`src/hdl/ksp_pkg.sv`:
```
// ----------------------------------------------------------------------------
// ksp_pkg: keypoint setpoint profile shared definitions
// Widths, keypoint tables, fuel mapping constants and register indexes.
// ----------------------------------------------------------------------------
package ksp_pkg;

    localparam int FRAC_BITS     = 8;
    localparam int MAX_KEYPOINTS = 7;
    localparam int N_TABLES      = 3;

    localparam int TIME_W = 32;
    localparam int VAL_W  = 9;
    localparam int NUM_W  = TIME_W + VAL_W;
    localparam int DIV_W  = NUM_W + FRAC_BITS;
    localparam int QUO_W  = VAL_W + FRAC_BITS;
    localparam int OUT_W  = 17;
    localparam int KIDX_W = $clog2(MAX_KEYPOINTS);

    localparam int FUEL_GAIN_W = 16;
    localparam int FUEL_SHIFT  = 16;
    localparam int PROD_W      = QUO_W + FUEL_GAIN_W;
    localparam logic [FUEL_GAIN_W-1:0] FUEL_GAIN = 16'd59205;
    localparam int unsigned FUEL_OFFSET = ((1232 << FRAC_BITS) + 50) / 100;
    localparam logic [OUT_W-1:0] SETPOINT_MAX = 17'h1FFFF;

    localparam logic [TIME_W-1:0] DURATION_RESET = 32'd15000000;

    // profile selector codes
    localparam logic [1:0] SEL_THROTTLED = 2'd0;
    localparam logic [1:0] SEL_NOMINAL   = 2'd1;
    localparam logic [1:0] SEL_FLOW      = 2'd2;

    // configuration register indexes
    localparam logic [1:0] CFG_PROFILE_SELECT = 2'd0;
    localparam logic [1:0] CFG_FUEL_SIDE      = 2'd1;
    localparam logic [1:0] CFG_FLOW_DURATION  = 2'd2;

    localparam int KEY_COUNT [N_TABLES] = '{7, 5, 7};

    localparam logic [TIME_W-1:0] KEY_TIME [N_TABLES][MAX_KEYPOINTS] = '{
        '{32'd0, 32'd1500000, 32'd4000000, 32'd7000000, 32'd11000000, 32'd13000000, 32'd0},
        '{32'd0, 32'd400000,  32'd3000000, 32'd6000000, 32'd0,        32'd0,        32'd0},
        '{32'd0, 32'd1500000, 32'd4000000, 32'd7000000, 32'd11000000, 32'd13000000, 32'd0}
    };

    localparam logic [VAL_W-1:0] KEY_VAL [N_TABLES][MAX_KEYPOINTS] = '{
        '{9'd0, 9'd350, 9'd350, 9'd480, 9'd480, 9'd250, 9'd250},
        '{9'd0, 9'd120, 9'd120, 9'd240, 9'd240, 9'd0,   9'd0},
        '{9'd0, 9'd11,  9'd11,  9'd12,  9'd12,  9'd10,  9'd10}
    };

    typedef struct packed {
        logic ended;
        logic fuel;
    } t_side;

endpackage

```
`src/hdl/ksp_fuel.sv`:
```
// ----------------------------------------------------------------------------
// ksp_fuel: fuel side mapping
// Applies gain and offset on the fuel side and saturates the setpoint.
// ----------------------------------------------------------------------------
module ksp_fuel (
    input  logic                            i_clk,
    input  logic                            i_rst_n,
    input  logic                            i_en,
    input  logic                            i_valid,
    input  logic [ksp_pkg::QUO_W-1:0]       i_quo,
    input  ksp_pkg::t_side                  i_side,
    output logic                            o_valid,
    output logic [ksp_pkg::OUT_W-1:0]       o_setpoint,
    output logic                            o_flow_ended
);

    logic                           r_e_v;
    logic [ksp_pkg::PROD_W-1:0]     r_e_prod;
    logic [ksp_pkg::QUO_W-1:0]      r_e_quo;
    ksp_pkg::t_side                 r_e_side;

    logic                           r_f_v;
    logic [ksp_pkg::OUT_W-1:0]      r_f_sp;
    logic                           r_f_end;

    logic [31:0]                    sum;
    logic [ksp_pkg::OUT_W-1:0]      n_sp;

    always_comb begin
        if (r_e_side.fuel) begin
            sum = 32'(r_e_prod >> ksp_pkg::FUEL_SHIFT) + 32'(ksp_pkg::FUEL_OFFSET);
        end else begin
            sum = 32'(r_e_quo);
        end
        n_sp = (sum > 32'(ksp_pkg::SETPOINT_MAX)) ? ksp_pkg::SETPOINT_MAX :
               ksp_pkg::OUT_W'(sum);
    end

    always_ff @(posedge i_clk) begin
        if (!i_rst_n) begin
            r_e_v <= 1'b0;
            r_f_v <= 1'b0;
        end else if (i_en) begin
            r_e_v <= i_valid;
            r_f_v <= r_e_v;
        end
    end

    always_ff @(posedge i_clk) begin
        if (i_en) begin
            r_e_prod <= ksp_pkg::PROD_W'(i_quo) * ksp_pkg::PROD_W'(ksp_pkg::FUEL_GAIN);
            r_e_quo  <= i_quo;
            r_e_side <= i_side;
            r_f_sp   <= n_sp;
            r_f_end  <= r_e_side.ended;
        end
    end

    assign o_valid      = r_f_v;
    assign o_setpoint   = r_f_sp;
    assign o_flow_ended = r_f_end;

endmodule

```
`config.mk`:
```
export PLATFORM = sky130hd
export DESIGN_NAME = ksp_fuel
export DESIGN_NICKNAME = d
export VERILOG_FILES = /design/src/hdl/ksp_pkg.sv /design/src/hdl/ksp_fuel.sv
export SDC_FILE = /design/constraint.sdc
export NUM_CORES = 1
export LEC_CHECK = 0
export BUFFER_PORTS_ARGS = -buffer_cell sky130_fd_sc_hd__buf_2
export CORE_ASPECT_RATIO = 1.4
export CORE_MARGIN = 2
export CORE_UTILIZATION = 64
export DETAILED_ROUTE_END_ITERATION = 10
export MAX_ROUTING_LAYER = met4
export PLACE_DENSITY = 0.91
export SLEW_MARGIN = 5
export SYNTH_ARGS = -nofsm -noshare
export SYNTH_HDL_FRONTEND = slang
export SYNTH_SLANG_ARGS = --single-unit
```
`constraint.sdc`:
```
create_clock -name i_clk -period 7.2 [get_ports i_clk]
set_input_delay 0.36 -clock i_clk [delete_from_list [all_inputs] [get_ports i_clk]]
set_output_delay 0.36 -clock i_clk [all_outputs]
set_load 0.01 [all_outputs]
```
==> reports/qor.csv <==
stage,metric,value,unit
status,status,"complete, no violations",
synth,Yosys Warn Count,0,
floorplanning,I/O pins,42,
timing,clock skew,8.571,ps
cts,Post-CTS Setup Inserts,0,
setup_path,CP Max Fanout,9,
global_routing,initial antenna violation count,0,
route,vias post-DR,5153,
cts,Hold Buf Count CTS,0,
timing,f_max,0.1765,GHz
floorplanning,Rows,46,
layout,n_diodes,0,
route,DRT iter0 DRCs,310,
timing,Max Slew Vio Count,0,
global_routing,vias in the first global route,5519,
cts,Longest Clk Path Bufs,2,
floorplanning,CORE AREA,11340,µm²
synth,Mapped Avg Cell Area,10.44,µm²
timing,max_slew headroom,0.3787,
setup_path,Setup CP Type,in -> reg,
layout,share of layout cells above drive strength 1,0.07958,
synth,cell taking the most area after synthesis,ha_1,
route,DRT Wirelength,15280,µm
layout,Finished Cell Area,7959,µm²
cts,root buffer cell,clkbuf_16,
synth,unique cell type count in the Yosys netlist,54,
synth,Post-synth EDFFs,54,
route,vias per cell,5.738,
global_routing,first-pass GRT wire length,25250,µm
synth,share of the yosys chip area belonging to registers,0.2233,
timing,final hold vios,0,
placement,RePlAce Congestion,0.9545,
synth,top_reg_cell synth,edfxtp_1,
floorplanning,Initial Util,0.6563,
synth,commonest cells in the netlist,"inv_1 (182), ha_1 (144), fa_1 (89), edfxtp_1 (54), nand2_1 (31)",
setup_path,crit path DAT,5690,ps
route,drt first pass iters,4,
global_routing,GR Util All Layers,0.2658,
cts,TritonCTS Buffers,5,
setup_path,critical-path cell list,buf_2 -> inv_1 -> fa_1 -> inv_1 -> fa_1 -> inv_1 -> fa_1 -> fa_1 -> fa_1 -> fa_1 -> inv_1 -> ha_1 -> nand2_1 -> nor2_1 -> a211oi_1 -> o21ai_0 -> a21oi_1 -> o21bai_1 -> xor2_1,
cts,CTS tree,done,
run,max-cap viol count,0,
global_routing,grt total ovfl,0,
route,WL/cell,17.01,µm
cts,H-tree levels,2,
setup_path,Slowest Stage Delay on Critical Path,560,ps
timing,Finish-stage setup viols,0,
setup_path,Worst setup EP type,flop,
floorplanning,Die W,95.13,µm
route,DRC,0,
synth,Synth Instances,713,
synth,top-count cell post-synth,inv_1,
placement,placed inst area,7791,µm²
setup_path,"most used cell, CP",fa_1,
timing,RSZ-0062 raised after global routing,no,
cts,"Reg clk slew, reported paths",70,ps
floorplanning,Die ar.,12520,µm²
setup_path,"Req. time, crit path",7230,ps
hold_path,Hold Crit Class,in -> reg,
synth,number of synthesized register bits,56,
layout,final core occ,0.7019,
layout,P&R area growth vs syn,6.961,%
timing,Final TNS setup,0,ps
setup_path,Startpoint Class,input pin,
synth,top post-synthesis cells by area,"ha_1 (24%), fa_1 (24%), edfxtp_1 (22%), inv_1 (9.2%), a21oi_1 (1.8%)",
timing,Tmin final,5665,ps
cts,TritonCTS Sinks,56,
synth,Mapped Area,7441,µm²
layout,Post-layout nets,1009,
timing,Final period util,0.7868,
floorplanning,DIE HEIGHT,131.6,µm
route,Final ANT Viol Nets,0,
cts,Resized cells post-CTS,0,
placement,I/O Buffers,41,
global_routing,largest net degree at the start of global routing,57,
setup_path,Critical-path top delay cell,fa_1,
synth,fraction of registers with async set/reset,0,
cts,worst-skew pair later-pin latency,290,ps
timing,Worst Max-Slew Pin Slew,932.0,ps
synth,Yosys top cell area share,0.2421,
placement,post-DP HPWL,12630,µm
timing,Final Hold Slack,248.3,ps
synth,"Net Count, Synth",969,
## critical path: cells and delay by family
family	cells	cell delay [ps]
xor+xnor	1	140
simple gates	2	130
fa+ha+maj	7	3540
buf+inv	5	530
compound gates	4	960
## sequential cells by signal, indices dropped and copies added (netlist names)
signal and cells:
r_e_quo 15, o_valid 1, o_setpoint 17, o_flow_ended 1, r_e_side 2, r_e_v 1
r_e_prod 19
## kinds of logic (layout without fill, tap and decap cells)
kind of cell / after synthesis / count (layout) / synth area share
adder cells (fa/ha/maj): 233 / 233 / 0.4816
buffers and inverters: 191 / 232 / 0.09753
AO/OA/AOI/OAI: 104 / 104 / 0.09248
AND/OR/NAND/NOR: 96 / 96 / 0.06390
flip-flops: 56 / 56 / 0.2233
XOR/XNOR: 25 / 25 / 0.02943
multiplexers: 8 / 8 / 0.01177
## metal layers
metal / vias to the layer above / global-route usage / wire [µm]
li1: 2435 / - / -
met1: 2532 / 0.3030 / 5973
met2: 128 / 0.4699 / 8218
met3: 58 / 0.02752 / 413
met4: 0 / 0.1023 / 669
met5: - / - / 0
## layout make-up
class                      count  area [µm²]
fill                         806        3379
sequential                    56        1662
tap                          144       180.2
multi-input combinational    466        5054
inverter                     182       683.2
timing repair buffer          42       212.7
clock buffer                   6       128.9
clock inverter                 2       38.79
## worst paths after layout
| path | depth (start not counted) | end | start | slack [ps] |
|---|---|---|---|---|
| worst max register to register | 8 | o_setpoint[14] | r_e_prod[17] | 4670 |
| worst max-delay path | 19 | r_e_prod[20] | i_quo[2] | 1530 |
| worst min-delay path | 1 | r_e_side[0] | i_side[0] | 250 |
| worst min register to register | 0 | o_flow_ended | r_e_side[1] | 450 |
## placed cells by master (no fill, tap or decap), drive strengths merged, types with 2 or more instances in the layout
cell / synthesis / final
inv: 182 / 183
ha: 144 / 144
fa: 89 / 89
edfxtp: 54 / 54
buf: 3 / 42
nand2: 31 / 31
a21oi: 29 / 29
o21ai: 24 / 24
nor2: 22 / 22
xnor2: 13 / 13
nand3: 13 / 13
xor2: 12 / 12
a31oi: 7 / 7
o21a: 6 / 6
o211ai: 6 / 6
nor2b: 6 / 6
a21o: 6 / 6
nor3: 6 / 6
clkbuf: 6 / 6
mux2i: 5 / 5
o21bai: 5 / 5
o2111ai: 4 / 4
a211oi: 4 / 4
nand4: 4 / 4
a211o: 3 / 3
o31ai: 3 / 3
mux2: 3 / 3
and2: 2 / 2
o311ai: 2 / 2
o22a: 2 / 2
or3: 2 / 2
and3: 2 / 2
dfxtp: 2 / 2
or3b: 2 / 2
## per-stage QoR
stage	worst slack [ps]	instances
after floorplan	1993	713
after global placement	1422	890
after detailed placement	1294	890
after CTS	1578	898
after global routing	1320	898
final	1535	898
Power is left out: the tool's default activity adds up to more than one toggle a clock period on the data nets, which glitch-free logic cannot reach.
