--- src/hdl/ksp_pkg.sv ---
// ----------------------------------------------------------------------------
// ksp_pkg: keypoint setpoint profile shared definitions
// Widths, keypoint tables, fuel mapping constants and register indexes.
// ----------------------------------------------------------------------------
package ksp_pkg;

    localparam int FRAC_BITS     = 8;
    localparam int MAX_KEYPOINTS = 7;
    localparam int N_TABLES      = 3;

    localparam int TIME_W = 32;
    localparam int VAL_W  = 9;
    localparam int NUM_W  = TIME_W + VAL_W;
    localparam int DIV_W  = NUM_W + FRAC_BITS;
    localparam int QUO_W  = VAL_W + FRAC_BITS;
    localparam int OUT_W  = 17;
    localparam int KIDX_W = $clog2(MAX_KEYPOINTS);

    localparam int FUEL_GAIN_W = 16;
    localparam int FUEL_SHIFT  = 16;
    localparam int PROD_W      = QUO_W + FUEL_GAIN_W;
    localparam logic [FUEL_GAIN_W-1:0] FUEL_GAIN = 16'd59205;
    localparam int unsigned FUEL_OFFSET = ((1232 << FRAC_BITS) + 50) / 100;
    localparam logic [OUT_W-1:0] SETPOINT_MAX = 17'h1FFFF;

    localparam logic [TIME_W-1:0] DURATION_RESET = 32'd15000000;

    // profile selector codes
    localparam logic [1:0] SEL_THROTTLED = 2'd0;
    localparam logic [1:0] SEL_NOMINAL   = 2'd1;
    localparam logic [1:0] SEL_FLOW      = 2'd2;

    // configuration register indexes
    localparam logic [1:0] CFG_PROFILE_SELECT = 2'd0;
    localparam logic [1:0] CFG_FUEL_SIDE      = 2'd1;
    localparam logic [1:0] CFG_FLOW_DURATION  = 2'd2;

    localparam int KEY_COUNT [N_TABLES] = '{7, 5, 7};

    localparam logic [TIME_W-1:0] KEY_TIME [N_TABLES][MAX_KEYPOINTS] = '{
        '{32'd0, 32'd1500000, 32'd4000000, 32'd7000000, 32'd11000000, 32'd13000000, 32'd0},
        '{32'd0, 32'd400000,  32'd3000000, 32'd6000000, 32'd0,        32'd0,        32'd0},
        '{32'd0, 32'd1500000, 32'd4000000, 32'd7000000, 32'd11000000, 32'd13000000, 32'd0}
    };

    localparam logic [VAL_W-1:0] KEY_VAL [N_TABLES][MAX_KEYPOINTS] = '{
        '{9'd0, 9'd350, 9'd350, 9'd480, 9'd480, 9'd250, 9'd250},
        '{9'd0, 9'd120, 9'd120, 9'd240, 9'd240, 9'd0,   9'd0},
        '{9'd0, 9'd11,  9'd11,  9'd12,  9'd12,  9'd10,  9'd10}
    };

    typedef struct packed {
        logic ended;
        logic fuel;
    } t_side;

endpackage

--- src/hdl/ksp_div.sv ---
// ----------------------------------------------------------------------------
// ksp_div: pipelined restoring divider
// Divides the scaled numerator by the span, one quotient bit per stage.
// ----------------------------------------------------------------------------
module ksp_div (
    input  logic                            i_clk,
    input  logic                            i_rst_n,
    input  logic                            i_en,
    input  logic                            i_valid,
    input  logic [ksp_pkg::NUM_W-1:0]       i_num,
    input  logic [ksp_pkg::TIME_W-1:0]      i_span,
    input  ksp_pkg::t_side                  i_side,
    output logic                            o_valid,
    output logic [ksp_pkg::QUO_W-1:0]       o_quo,
    output ksp_pkg::t_side                  o_side
);

    logic                           r_v    [ksp_pkg::QUO_W];
    logic [ksp_pkg::DIV_W-1:0]      r_rem  [ksp_pkg::QUO_W];
    logic [ksp_pkg::TIME_W-1:0]     r_dvs  [ksp_pkg::QUO_W];
    logic [ksp_pkg::QUO_W-1:0]      r_quo  [ksp_pkg::QUO_W];
    ksp_pkg::t_side                 r_side [ksp_pkg::QUO_W];

    logic                           s_v    [ksp_pkg::QUO_W];
    logic [ksp_pkg::DIV_W-1:0]      s_rem  [ksp_pkg::QUO_W];
    logic [ksp_pkg::TIME_W-1:0]     s_dvs  [ksp_pkg::QUO_W];
    logic [ksp_pkg::QUO_W-1:0]      s_quo  [ksp_pkg::QUO_W];
    ksp_pkg::t_side                 s_side [ksp_pkg::QUO_W];

    for (genvar k = 0; k < ksp_pkg::QUO_W; k++) begin : g_stage
        localparam int BIT = ksp_pkg::QUO_W - 1 - k;

        logic [ksp_pkg::DIV_W-1:0]  trial;
        logic                       fits;

        if (k == 0) begin : g_first
            assign s_v[k]    = i_valid;
            assign s_rem[k]  = {i_num, {ksp_pkg::FRAC_BITS{1'b0}}};
            assign s_dvs[k]  = i_span;
            assign s_quo[k]  = '0;
            assign s_side[k] = i_side;
        end else begin : g_next
            assign s_v[k]    = r_v[k-1];
            assign s_rem[k]  = r_rem[k-1];
            assign s_dvs[k]  = r_dvs[k-1];
            assign s_quo[k]  = r_quo[k-1];
            assign s_side[k] = r_side[k-1];
        end

        assign trial = ksp_pkg::DIV_W'(s_dvs[k]) << BIT;
        assign fits  = s_rem[k] >= trial;

        always_ff @(posedge i_clk) begin
            if (!i_rst_n) begin
                r_v[k] <= 1'b0;
            end else if (i_en) begin
                r_v[k] <= s_v[k];
            end
        end

        always_ff @(posedge i_clk) begin
            if (i_en) begin
                r_rem[k]     <= fits ? (s_rem[k] - trial) : s_rem[k];
                r_quo[k]     <= s_quo[k] | (ksp_pkg::QUO_W'(fits) << BIT);
                r_dvs[k]     <= s_dvs[k];
                r_side[k]    <= s_side[k];
            end
        end
    end

    assign o_valid = r_v[ksp_pkg::QUO_W-1];
    assign o_quo   = r_quo[ksp_pkg::QUO_W-1];
    assign o_side  = r_side[ksp_pkg::QUO_W-1];

endmodule

--- config.mk ---
export PLATFORM = sky130hd
export DESIGN_NAME = ksp_div
export DESIGN_NICKNAME = d
export VERILOG_FILES = /design/src/hdl/ksp_pkg.sv /design/src/hdl/ksp_div.sv
export SDC_FILE = /design/constraint.sdc
export NUM_CORES = 2
export LEC_CHECK = 0
export ABC_AREA = 1
export BUFFER_PORTS_ARGS = -buffer_cell sky130_fd_sc_hd__clkbuf_2
export CAP_MARGIN = 30
export CORE_MARGIN = 10
export CORE_UTILIZATION = 49
export CTS_CLUSTER_DIAMETER = 120
export DETAILED_ROUTE_END_ITERATION = 16
export SYNTH_ARGS = -nofsm -noshare
export SYNTH_HDL_FRONTEND = slang
export SYNTH_SLANG_ARGS = --single-unit
--- constraint.sdc ---
create_clock -name i_clk -period 4.36 [get_ports i_clk]
set_input_delay 0.436 -clock i_clk [delete_from_list [all_inputs] [get_ports i_clk]]
set_output_delay 0.436 -clock i_clk [all_outputs]
set_load 0.01 [all_outputs]
==> results.yml <==
status:
  status: "complete, no violations"
logic_synthesis:
  netlist_area_sq_um: 101000
  synth_top_area_cell: "edfxtp_1"
  yosys-top-cells-count: "nand2_1, inv_1, edfxtp_1, nor2_1, nand3_1"
  ys_ff_latch: 1400
  synthTopCellsByArea: "edfxtp_1, nand2_1, inv_1"
  yosysSeqAreaShare_pct: 41.7
  synth-edff-count: 1399
  syn-num-nets: 15000
  synthDistinctLibCells: 47
  yosysMostFrequentCell: "nand2_1"
  synthCells: 14400
  yosysTopAreaCellShare_pct: 41.7
  synthArstFlopShare_pct: 0
  synth_ff_type: "edfxtp_1"
  synth.avg_cell_area_sq_um: 7.02
  ys_warn_count: 0
drt:
  vias_per_cell: 5.24
  wl_per_cell_um: 20.7
  drc: 0
  routed-via-count: 91500
  drt_iter0_markers: 9376
  first_pass_iters: 7
  ant_nets: 0
  routed_wl_mm: 362
cells_and_area:
  layout-drive-gt1-share_pct: 3.44
  register_area_sq_um: 42000
  multiInputGateArea_sq_um: 46800
  fill_cells: 20000
  syn2layout_area_growth_pct: 9.49
  fin_nets: 15300
clock_network:
  cts.sinks: 1400
  ctsRootBufferMaster: "clkbuf_16"
  post_cts_buffers: 0
  cts_buffer_depth: 3
  cts_buffers: 159
  htree_levels: 4
  cts_tree: "done"
  cts_resized: 0
  clock_latency_ps: 840
  clkTransAtPathRegs_ps: 60
setup_path:
  cpMaxStageDelayCell: "fa_1"
  path_buf_inv: 2
  crit_fanout: 37
  critical_path_class: "reg2reg"
  cp_data_required_time_ps: 5050
  crit_chain: "ha_1 -> fa_1 -> inv_1 -> nand3_1 -> nand3_1 -> nand2_1 -> nand2_1 -> nand3_1 -> nand3_1 -> nand2_1 -> nand2_1 -> buf_4 -> nand3_1 -> nand2_1"
  r2r_start: "r_dvs[0][128]"
  cp-startpoint: "r_dvs[0][128]"
  slowest_delay_ps: 530
  rrSetupSlack_ps: 860
  worst_setup_path_start_kind: "flop"
  critPathTopFamily: "simple AND/OR/NAND/NOR gates"
  crit_path_end_kind: "flop"
  cp.arrival_ps: 4190
sta:
  hold_violations: 0
  rsz0062_at_grt: "no"
  worst_pin_slew_ps: 903
  slew_viol_final: 0
  max_freq_mhz: 285
  setup_viol: 0
  slew_headroom_pct: 39.7
  fin_crit_ps: 3500
  setup_tns_ps: 0
  skew_ps: 42.2
  period_share_pct: 80.4
place:
  gp_congestion: 1.03
  port_buffers: 98
  dp_hpwl_mm: 297
floorplanning:
  rows: 166
  coreArea_sq_um: 205000
  die_h_um: 474
  dieWidth_um: 474
  start_util_pct: 49.3
  ioPinCount: 99
  dieArea_sq_um: 224000
global_routing:
  grt_max_degree: 119
  antenna_found_initial: 7
  track_usage_pct: 31.3
  grt_pass1_wl_mm: 532
  gr-total-overflow: 0
  grt_pass1_vias: 85800
min_path:
  min_from: "i_num[25]"
  hold_class: "in2reg"
power:
  leakagePower_nw: 56.9
  p_total_mw: 69.4
  ir_drop_uv: 457
  p_per_area_nw_per_um2: 629
job:
  maxCapViolations: 0
cells by family after synthesis:
group,Yosys count,synth area share [%]
AO/OA/AOI/OAI,665,3.55
XOR/XNOR,283,2.46
adder cells (fa/ha/maj),559,7.06
buffers and inverters,3083,11.9
flip-flops,1400,41.7
AND/OR/NAND/NOR,8375,33.4
power by group:
group	leakage, nW	switching, mW	internal (mW)
logic	40.9	23.2	10.4
registers	13.6	3.35	19.2
clock network	2.45	5.88	7.43
through the flow:
| step | cells | setup WS [ps] | hold slack [ps] | instance area (sq um) | utilization [%] |
|---|---|---|---|---|---|
| 2_1_floorplan | 14400 | 2040 | 400 | 101000 | - |
| 3_3_place_gp | 17100 | 903 | 400 | 104000 | 51.1 |
| 3_5_place_dp | 17100 | 923 | 405 | 104000 | 51.1 |
| 4_1_cts | 17400 | 926 | 6.58 | 110000 | 53.9 |
| 5_1_grt | 17500 | 747 | 63.8 | 110000 | 53.9 |
| 6_report | 17500 | 856 | 49.3 | 110000 | 53.9 |
state kept, by name (all words and copies together), names as in the netlist:
signal,count
r_rem,684
r_v,17
r_side,34
r_dvs,512
r_quo,153
cell type report:
type,count,share of cell area [%]
tap,2688,3.05
timing repair buffer,239,1.76
clock inverter,107,0.939
sequential,1400,38.1
antenna,5,0.0113
clock buffer,182,3.70
multi-input combinational,9882,42.4
inverter,2950,10.0
timing repair:
action	4_1_cts	5_1_grt
hold buffers	76	0
hold endpoints to repair	76	0
endpoints found under the setup margin	0	0
worst min-delay path, stage by stage:
cell      delay, ps
clkbuf_2        130
nand3_1          80
nand2_1         120
routing by layer:
metal / wire (um) / up-vias / GRT usage (%)
li1: - / 45000 / -
met3: 23900 / 671 / 4.05
met4: 17100 / 0 / 12.5
met5: 0 / - / 0
met2: 170000 / 3421 / 52.9
met1: 151000 / 42400 / 40.6
final timing paths:
| kind | cells past startpoint | endpoint |
|---|---|---|
| max | 14 | r_rem[0][281] |
| min | 3 | r_rem[0][33] |
| max reg2reg | 14 | r_rem[0][281] |
| min reg2reg | 0 | r_quo[0][278] |
cell usage in the layout (no fill, tap or decap), types with 26 or more instances in the layout:
| cell type | n |
|---|---|
| ha_1 | 543 |
| nand3b_1 | 80 |
| a21oi_2 | 27 |
| edfxtp_1 | 1399 |
| clkbuf_2 | 97 |
| xnor2_1 | 33 |
| nand4_1 | 176 |
| nand2_1 | 5955 |
| clkbuf_16 | 160 |
| xor2_1 | 250 |
| buf_4 | 50 |
| nand3_1 | 782 |
| inv_1 | 2928 |
| o21ai_0 | 119 |
| a21oi_1 | 443 |
| and2_1 | 26 |
| dlygate4sd3_1 | 76 |
| nor2_1 | 1162 |
| nor3_1 | 105 |
| clkinv_1 | 37 |
| o21bai_1 | 34 |
No activity file was read; power rests on OpenSTA's default activity.
