<file path="src/hdl/ksp_pkg.sv">
// ----------------------------------------------------------------------------
// ksp_pkg: keypoint setpoint profile shared definitions
// Widths, keypoint tables, fuel mapping constants and register indexes.
// ----------------------------------------------------------------------------
package ksp_pkg;

    localparam int FRAC_BITS     = 8;
    localparam int MAX_KEYPOINTS = 7;
    localparam int N_TABLES      = 3;

    localparam int TIME_W = 32;
    localparam int VAL_W  = 9;
    localparam int NUM_W  = TIME_W + VAL_W;
    localparam int DIV_W  = NUM_W + FRAC_BITS;
    localparam int QUO_W  = VAL_W + FRAC_BITS;
    localparam int OUT_W  = 17;
    localparam int KIDX_W = $clog2(MAX_KEYPOINTS);

    localparam int FUEL_GAIN_W = 16;
    localparam int FUEL_SHIFT  = 16;
    localparam int PROD_W      = QUO_W + FUEL_GAIN_W;
    localparam logic [FUEL_GAIN_W-1:0] FUEL_GAIN = 16'd59205;
    localparam int unsigned FUEL_OFFSET = ((1232 << FRAC_BITS) + 50) / 100;
    localparam logic [OUT_W-1:0] SETPOINT_MAX = 17'h1FFFF;

    localparam logic [TIME_W-1:0] DURATION_RESET = 32'd15000000;

    // profile selector codes
    localparam logic [1:0] SEL_THROTTLED = 2'd0;
    localparam logic [1:0] SEL_NOMINAL   = 2'd1;
    localparam logic [1:0] SEL_FLOW      = 2'd2;

    // configuration register indexes
    localparam logic [1:0] CFG_PROFILE_SELECT = 2'd0;
    localparam logic [1:0] CFG_FUEL_SIDE      = 2'd1;
    localparam logic [1:0] CFG_FLOW_DURATION  = 2'd2;

    localparam int KEY_COUNT [N_TABLES] = '{7, 5, 7};

    localparam logic [TIME_W-1:0] KEY_TIME [N_TABLES][MAX_KEYPOINTS] = '{
        '{32'd0, 32'd1500000, 32'd4000000, 32'd7000000, 32'd11000000, 32'd13000000, 32'd0},
        '{32'd0, 32'd400000,  32'd3000000, 32'd6000000, 32'd0,        32'd0,        32'd0},
        '{32'd0, 32'd1500000, 32'd4000000, 32'd7000000, 32'd11000000, 32'd13000000, 32'd0}
    };

    localparam logic [VAL_W-1:0] KEY_VAL [N_TABLES][MAX_KEYPOINTS] = '{
        '{9'd0, 9'd350, 9'd350, 9'd480, 9'd480, 9'd250, 9'd250},
        '{9'd0, 9'd120, 9'd120, 9'd240, 9'd240, 9'd0,   9'd0},
        '{9'd0, 9'd11,  9'd11,  9'd12,  9'd12,  9'd10,  9'd10}
    };

    typedef struct packed {
        logic ended;
        logic fuel;
    } t_side;

endpackage

</file>
<file path="src/hdl/ksp_seg.sv">
// ----------------------------------------------------------------------------
// ksp_seg: segment lookup
// Finds the keypoint segment around the flow time, then forms span and
// the two interpolation weights.
// ----------------------------------------------------------------------------
module ksp_seg (
    input  logic                            i_clk,
    input  logic                            i_rst_n,
    input  logic                            i_en,
    input  logic                            i_valid,
    input  logic [ksp_pkg::TIME_W-1:0]      i_flow_time,
    input  logic [1:0]                      i_sel,
    input  logic                            i_fuel_side,
    input  logic [ksp_pkg::TIME_W-1:0]      i_duration,
    output logic                            o_valid,
    output logic [ksp_pkg::TIME_W-1:0]      o_w,
    output logic [ksp_pkg::TIME_W-1:0]      o_dt,
    output logic [ksp_pkg::TIME_W-1:0]      o_span,
    output logic [ksp_pkg::VAL_W-1:0]       o_v0,
    output logic [ksp_pkg::VAL_W-1:0]       o_v1,
    output ksp_pkg::t_side                  o_side
);

    logic [1:0]                     sel;
    logic [ksp_pkg::KIDX_W-1:0]     idx;
    logic                           found;
    logic [ksp_pkg::TIME_W-1:0]     n_t0;
    logic [ksp_pkg::TIME_W-1:0]     n_t1;
    logic [ksp_pkg::VAL_W-1:0]      n_v0;
    logic [ksp_pkg::VAL_W-1:0]      n_v1;
    ksp_pkg::t_side                 n_side;

    logic                           r_a_v;
    logic [ksp_pkg::TIME_W-1:0]     r_a_t;
    logic [ksp_pkg::TIME_W-1:0]     r_a_t0;
    logic [ksp_pkg::TIME_W-1:0]     r_a_t1;
    logic [ksp_pkg::VAL_W-1:0]      r_a_v0;
    logic [ksp_pkg::VAL_W-1:0]      r_a_v1;
    ksp_pkg::t_side                 r_a_side;

    logic                           r_b_v;
    logic [ksp_pkg::TIME_W-1:0]     r_b_w;
    logic [ksp_pkg::TIME_W-1:0]     r_b_dt;
    logic [ksp_pkg::TIME_W-1:0]     r_b_span;
    logic [ksp_pkg::VAL_W-1:0]      r_b_v0;
    logic [ksp_pkg::VAL_W-1:0]      r_b_v1;
    ksp_pkg::t_side                 r_b_side;

    assign sel = (i_sel > ksp_pkg::SEL_FLOW) ? ksp_pkg::SEL_THROTTLED : i_sel;

    // first segment whose end time is not below the flow time
    always_comb begin
        found = 1'b0;
        idx   = ksp_pkg::KIDX_W'(1);
        for (int i = ksp_pkg::MAX_KEYPOINTS - 1; i >= 1; i--) begin
            if (i < ksp_pkg::KEY_COUNT[sel]) begin
                if (i_flow_time <= ((i + 1 == ksp_pkg::KEY_COUNT[sel]) ?
                                    i_duration : ksp_pkg::KEY_TIME[sel][i])) begin
                    found = 1'b1;
                    idx   = ksp_pkg::KIDX_W'(i);
                end
            end
        end
    end

    always_comb begin
        n_t0 = ksp_pkg::KEY_TIME[sel][idx - 1'b1];
        n_t1 = (32'(idx) + 32'd1 == 32'(ksp_pkg::KEY_COUNT[sel])) ?
               i_duration : ksp_pkg::KEY_TIME[sel][idx];
        n_v0 = ksp_pkg::KEY_VAL[sel][idx - 1'b1];
        n_v1 = ksp_pkg::KEY_VAL[sel][idx];
        n_side.ended = ~found;
        n_side.fuel  = (sel != ksp_pkg::SEL_FLOW) && i_fuel_side;
    end

    always_ff @(posedge i_clk) begin
        if (!i_rst_n) begin
            r_a_v <= 1'b0;
            r_b_v <= 1'b0;
        end else if (i_en) begin
            r_a_v <= i_valid;
            r_b_v <= r_a_v;
        end
    end

    always_ff @(posedge i_clk) begin
        if (i_en) begin
            r_a_t    <= i_flow_time;
            r_a_t0   <= n_t0;
            r_a_t1   <= n_t1;
            r_a_v0   <= n_v0;
            r_a_v1   <= n_v1;
            r_a_side <= n_side;
            // past the last keypoint: zero weights and a unit span give zero
            if (r_a_side.ended) begin
                r_b_w    <= '0;
                r_b_dt   <= '0;
                r_b_span <= ksp_pkg::TIME_W'(1);
            end else begin
                r_b_w    <= r_a_t1 - r_a_t;
                r_b_dt   <= r_a_t - r_a_t0;
                r_b_span <= r_a_t1 - r_a_t0;
            end
            r_b_v0   <= r_a_v0;
            r_b_v1   <= r_a_v1;
            r_b_side <= r_a_side;
        end
    end

    assign o_valid = r_b_v;
    assign o_w     = r_b_w;
    assign o_dt    = r_b_dt;
    assign o_span  = r_b_span;
    assign o_v0    = r_b_v0;
    assign o_v1    = r_b_v1;
    assign o_side  = r_b_side;

endmodule

</file>
<file path="config.mk">
export PLATFORM = sky130hd
export DESIGN_NAME = ksp_seg
export DESIGN_NICKNAME = d
export VERILOG_FILES = /design/src/hdl/ksp_pkg.sv /design/src/hdl/ksp_seg.sv
export SDC_FILE = /design/constraint.sdc
export NUM_CORES = 1
export LEC_CHECK = 0
export BUFFER_PORTS_ARGS = -buffer_cell sky130_fd_sc_hd__buf_2
export CAP_MARGIN = 20
export CORE_MARGIN = 5
export CORE_UTILIZATION = 40
export DETAILED_ROUTE_END_ITERATION = 8
export GPL_TIMING_DRIVEN = 0
export PLACE_DENSITY = 0.61
export REMOVE_ABC_BUFFERS = 1
export SLEW_MARGIN = 10
export SYNTH_ARGS = -nofsm -noshare
export SYNTH_HDL_FRONTEND = slang
export SYNTH_SLANG_ARGS = --single-unit
</file>
<file path="constraint.sdc">
create_clock -name i_clk -period 6.2 [get_ports i_clk]
set_clock_uncertainty 0.2 [all_clocks]
set_input_delay 0.31 -clock i_clk [delete_from_list [all_inputs] [get_ports i_clk]]
set_output_delay 0.31 -clock i_clk [all_outputs]
set_load 0.02 [all_outputs]
</file>
==> impl_metrics.sql <==
INSERT INTO impl_metrics (metric_group, metric, value, unit) VALUES
('synthesis', 'netlist_area', '0.0166', 'mm^2'),
('sta', 'min_period', '5.93', 'ns'),
('critical_path', 'critPathBufInv', '5', ''),
('floorplanning', 'chipWidth', '213', 'um'),
('place', 'placement.setup.worst_slack', '-2.95', 'ns'),
('cells_and_area', 'diodes', '0', ''),
('critical_path', 'crit_cells', '22', ''),
('place', 'place_inst', '2382', ''),
('sta', 'timing.final.setup_violations', '0', ''),
('grt', 'gr-usage-met3', '1.77', '%'),
('synthesis', 'synth_enable_flop_cells', '217', ''),
('cts', 'clkSinkCount', '219', ''),
('synthesis', 'yosysWarnings', '0', ''),
('sta', 'fmax', '169', 'MHz'),
('floorplanning', 'die_y', '213', 'um'),
('cts', 'clk_pin_slew_worst_paths', '0.06', 'ns'),
('outcome', 'outcome', 'completed', ''),
('cts', 'max-clock-path-buffers', '3', ''),
('synthesis', 'ys_seq_area_share', '39.6', '%'),
('synthesis', 'synth.avg_cell_area', '9.91', 'um^2'),
('cts', 'ctsHtreeMaxLevel', '1', ''),
('power_and_ir_drop', 'leakagePower', '8.66', 'nW'),
('cts', 'cts_made_buffers', '24', ''),
('cells_and_area', 'mostFrequentLayoutCells', '250 x sky130_fd_sc_hd__ha_1, 217 x sky130_fd_sc_hd__edfxtp_1, 186 x sky130_fd_sc_hd__buf_2', ''),
('critical_path', 'worst_path_dominant_cell_family', 'compound AO/OA/AOI/OAI gates', ''),
('grt', 'antenna_found_initial', '0', ''),
('critical_path', 'ff2ff_path_depth', '13', ''),
('synthesis', 'postSynthRegisterBits', '219', ''),
('critical_path', 'critical_path_required', '6.24', 'ns'),
('routing', 'detailedRoute.firstIterationViolations', '864', ''),
('min_path', 'hold_class', 'input port to flop', ''),
('routing', 'detail_route.vias_per_cell', '5.47', ''),
('cells_and_area', 'syn2layout_area_growth', '19.9', '%'),
('synthesis', 'post_synth_inst_count', '1670', ''),
('grt', 'grt_overflow_total', '0', ''),
('critical_path', 'cp_cell_sequence', 'buf_2, inv_1, ha_4, nor2b_4, clkinv_2, nor2_4, buf_6, nand2_1, ha_1, a21oi_1, o21ai_0, a221oi_2, nand2_1, o31ai_4, o31a_1, ha_4, ha_1, nand3b_1, inv_1, mux2_4, a21oi_2, a31oi_1', ''),
('place', 'detailedPlacementHpwl', '36100', 'um'),
('power_and_ir_drop', 'power.sequential.fraction', '34.4', '%'),
('cells_and_area', 'share_of_post_route_cells_with_drive_strength_above_1', '15.2', '%'),
('cts', 'clockRootBuffer', 'sky130_fd_sc_hd__clkbuf_16', ''),
('power_and_ir_drop', 'power.switching_fraction', '35.8', '%'),
('grt', 'grt_first_pass_wirelength', '72400', 'um'),
('power_and_ir_drop', 'vdd_ir_drop_max', '0.000253', 'V'),
('cts', 'clk-insertion-delay-late', '0.55', 'ns'),
('floorplanning', 'placement_rows', '74', ''),
('critical_path', 'cp_max_fo', '20', ''),
('power_and_ir_drop', 'net_switching_power_figure', '2.17', 'mW'),
('sta', 'number_of_hold_violations_in_the_final_report', '0', ''),
('sta', 'timing.max_slew.rel_slack', '40.0', '%'),
('grt', 'gr-usage-all-layers', '19.9', '%'),
('power_and_ir_drop', 'design_power_total', '6.07', 'mW'),
('floorplanning', 'floorplan.die_area', '0.0455', 'mm^2'),
('routing', 'final_antenna_net_count', '0', ''),
('sta', 'final_min_period_over_clock_period', '95.7', '%'),
('synthesis', 'synth_async_sr_flop_share', '0', '%'),
('routing', 'detailed_route_wire_length_per_cell', '18.8', 'um'),
('routing', 'route.final.wire_length', '46800', 'um'),
('synthesis', 'yosys_most_used_dff', 'sky130_fd_sc_hd__edfxtp_1', ''),
('critical_path', 'cp-start-kind', 'input port', ''),
('critical_path', 'worstSetupPathType', 'input port to flop', ''),
('flow_run', 'maxcap_viol_count', '0', ''),
('cts', 'cts_tree', 'done', ''),
('sta', 'final.setup.worst_slack', '0.266', 'ns'),
('cells_and_area', 'layout.cells.most_common', 'sky130_fd_sc_hd__ha_1', ''),
('cells_and_area', 'finish.cell_count_without_fillers', '2491', ''),
('place', 'routabilityCongestion', '0.887', ''),
('grt', 'met2_usage', '34.5', '%'),
('sta', 'report.final.slew_viol_count', '0', ''),
('min_path', 'hold-path-cell-count', '2', ''),
('power_and_ir_drop', 'power.density_cell_area', '306', 'mW/mm^2'),
('critical_path', 'crit_arrival', '5.98', 'ns');
-- state kept, by name (all words and copies together) (netlist names) --
register	flops
o_dt	32
o_span	32
o_v1	9
r_a_t	32
r_a_t0	17
r_a_v	1
r_a_t1	32
o_side	2
o_v0	9
r_a_side	2
r_a_v0	9
o_w	32
o_valid	1
r_a_v1	9
-- power groups by stage --
stage / Sequential [mW] / Combinational (mW) / Clock, mW
2_1_floorplan: 2.26 / 1.48 / 0
3_3_place_gp: 2.14 / 2.28 / 0
3_5_place_dp: 2.12 / 2.34 / 0
4_1_cts: 2.09 / 2.40 / 1.59
5_1_grt: 2.11 / 2.70 / 1.65
6_report: 2.09 / 2.43 / 1.56
-- cells in the mapped netlist (7+ instances only) --
master / instances / area (um^2)
sky130_fd_sc_hd__a211oi_1: 20 / 150
sky130_fd_sc_hd__a21o_1: 48 / 360
sky130_fd_sc_hd__a21oi_1: 136 / 681
sky130_fd_sc_hd__a31oi_1: 11 / 68.8
sky130_fd_sc_hd__and2_1: 24 / 150
sky130_fd_sc_hd__and3_1: 11 / 68.8
sky130_fd_sc_hd__buf_1: 7 / 26.3
sky130_fd_sc_hd__clkbuf_1: 41 / 154
sky130_fd_sc_hd__edfxtp_1: 217 / 6520
sky130_fd_sc_hd__ha_1: 254 / 3180
sky130_fd_sc_hd__inv_1: 86 / 323
sky130_fd_sc_hd__nand2_1: 154 / 578
sky130_fd_sc_hd__nand2b_1: 19 / 119
sky130_fd_sc_hd__nand3_1: 30 / 150
sky130_fd_sc_hd__nand4_1: 37 / 231
sky130_fd_sc_hd__nor2_1: 144 / 541
sky130_fd_sc_hd__nor2b_1: 44 / 275
sky130_fd_sc_hd__nor3_1: 30 / 150
sky130_fd_sc_hd__nor4_1: 9 / 56.3
sky130_fd_sc_hd__o211ai_1: 13 / 97.6
sky130_fd_sc_hd__o21a_1: 14 / 105
sky130_fd_sc_hd__o21ai_0: 86 / 430
sky130_fd_sc_hd__o31ai_1: 8 / 60.1
sky130_fd_sc_hd__or2_2: 11 / 68.8
sky130_fd_sc_hd__or3_1: 12 / 75.1
sky130_fd_sc_hd__xnor2_1: 45 / 394
sky130_fd_sc_hd__xor2_1: 25 / 219
-- timing repair --
action | 4_1_cts | 5_1_grt
endpoints found under the hold margin | 82 | 0
gates cloned | 1 | 1
pin swaps | 0 | 1
resized for setup | 7 | 5
hold buffers | 57 | 0
setup endpoints to repair | 65 | 35
setup buffers | 1 | 5
-- layer usage --
metal  part of all wire [%]  up-vias
li1                       -     6687
met1                     44     6545
met2                     48      323
met3                    4.5       80
met4                    2.7        0
met5                      0        -
-- cell families (layout without fill, tap and decap cells) --
kind of cell,Yosys count,in the layout,synth area share [%]
adders and majority gates,255,255,19.3
and+or+nand+nor,556,557,16.5
buffers and inverters,146,391,3.57
muxes,9,10,0.673
AOI/OAI and AO/OA,410,410,16.1
other,2,44,0.0454
xor gates and xnor gates,73,73,4.20
DFF,219,219,39.6
-- final cells by class --
type	instances	area, um^2	area share, %
inverter	88	333	1.68
tap	532	666	3.35
sequential	219	6560	33.0
multi-input combinational	1349	9660	48.7
clock inverter	18	260	1.31
timing repair buffer	259	1760	8.87
clock buffer	26	608	3.06
-- final timing paths --
path,startpoint,to,slack (ns)
max,i_sel[0],r_a_t1[7],0.27
min,i_duration[18],r_a_t1[18],0.04
max reg2reg,r_a_t0[13],o_span[27],2.15
min reg2reg,r_a_v1[7],o_v1[7],0.22
-- metrics by stage --
stage	hold slack, ns	area [um^2]	TNS [ns]
after floorplan	0.200	16400	-82.71
after global placement	0.206	18100	-298.48
after detailed placement	0.205	18300	-152.69
after CTS	0.00580	19800	0
after global routing	0.0310	19800	0
final	0.0383	19800	0
(Power assumes the default switching activity.)
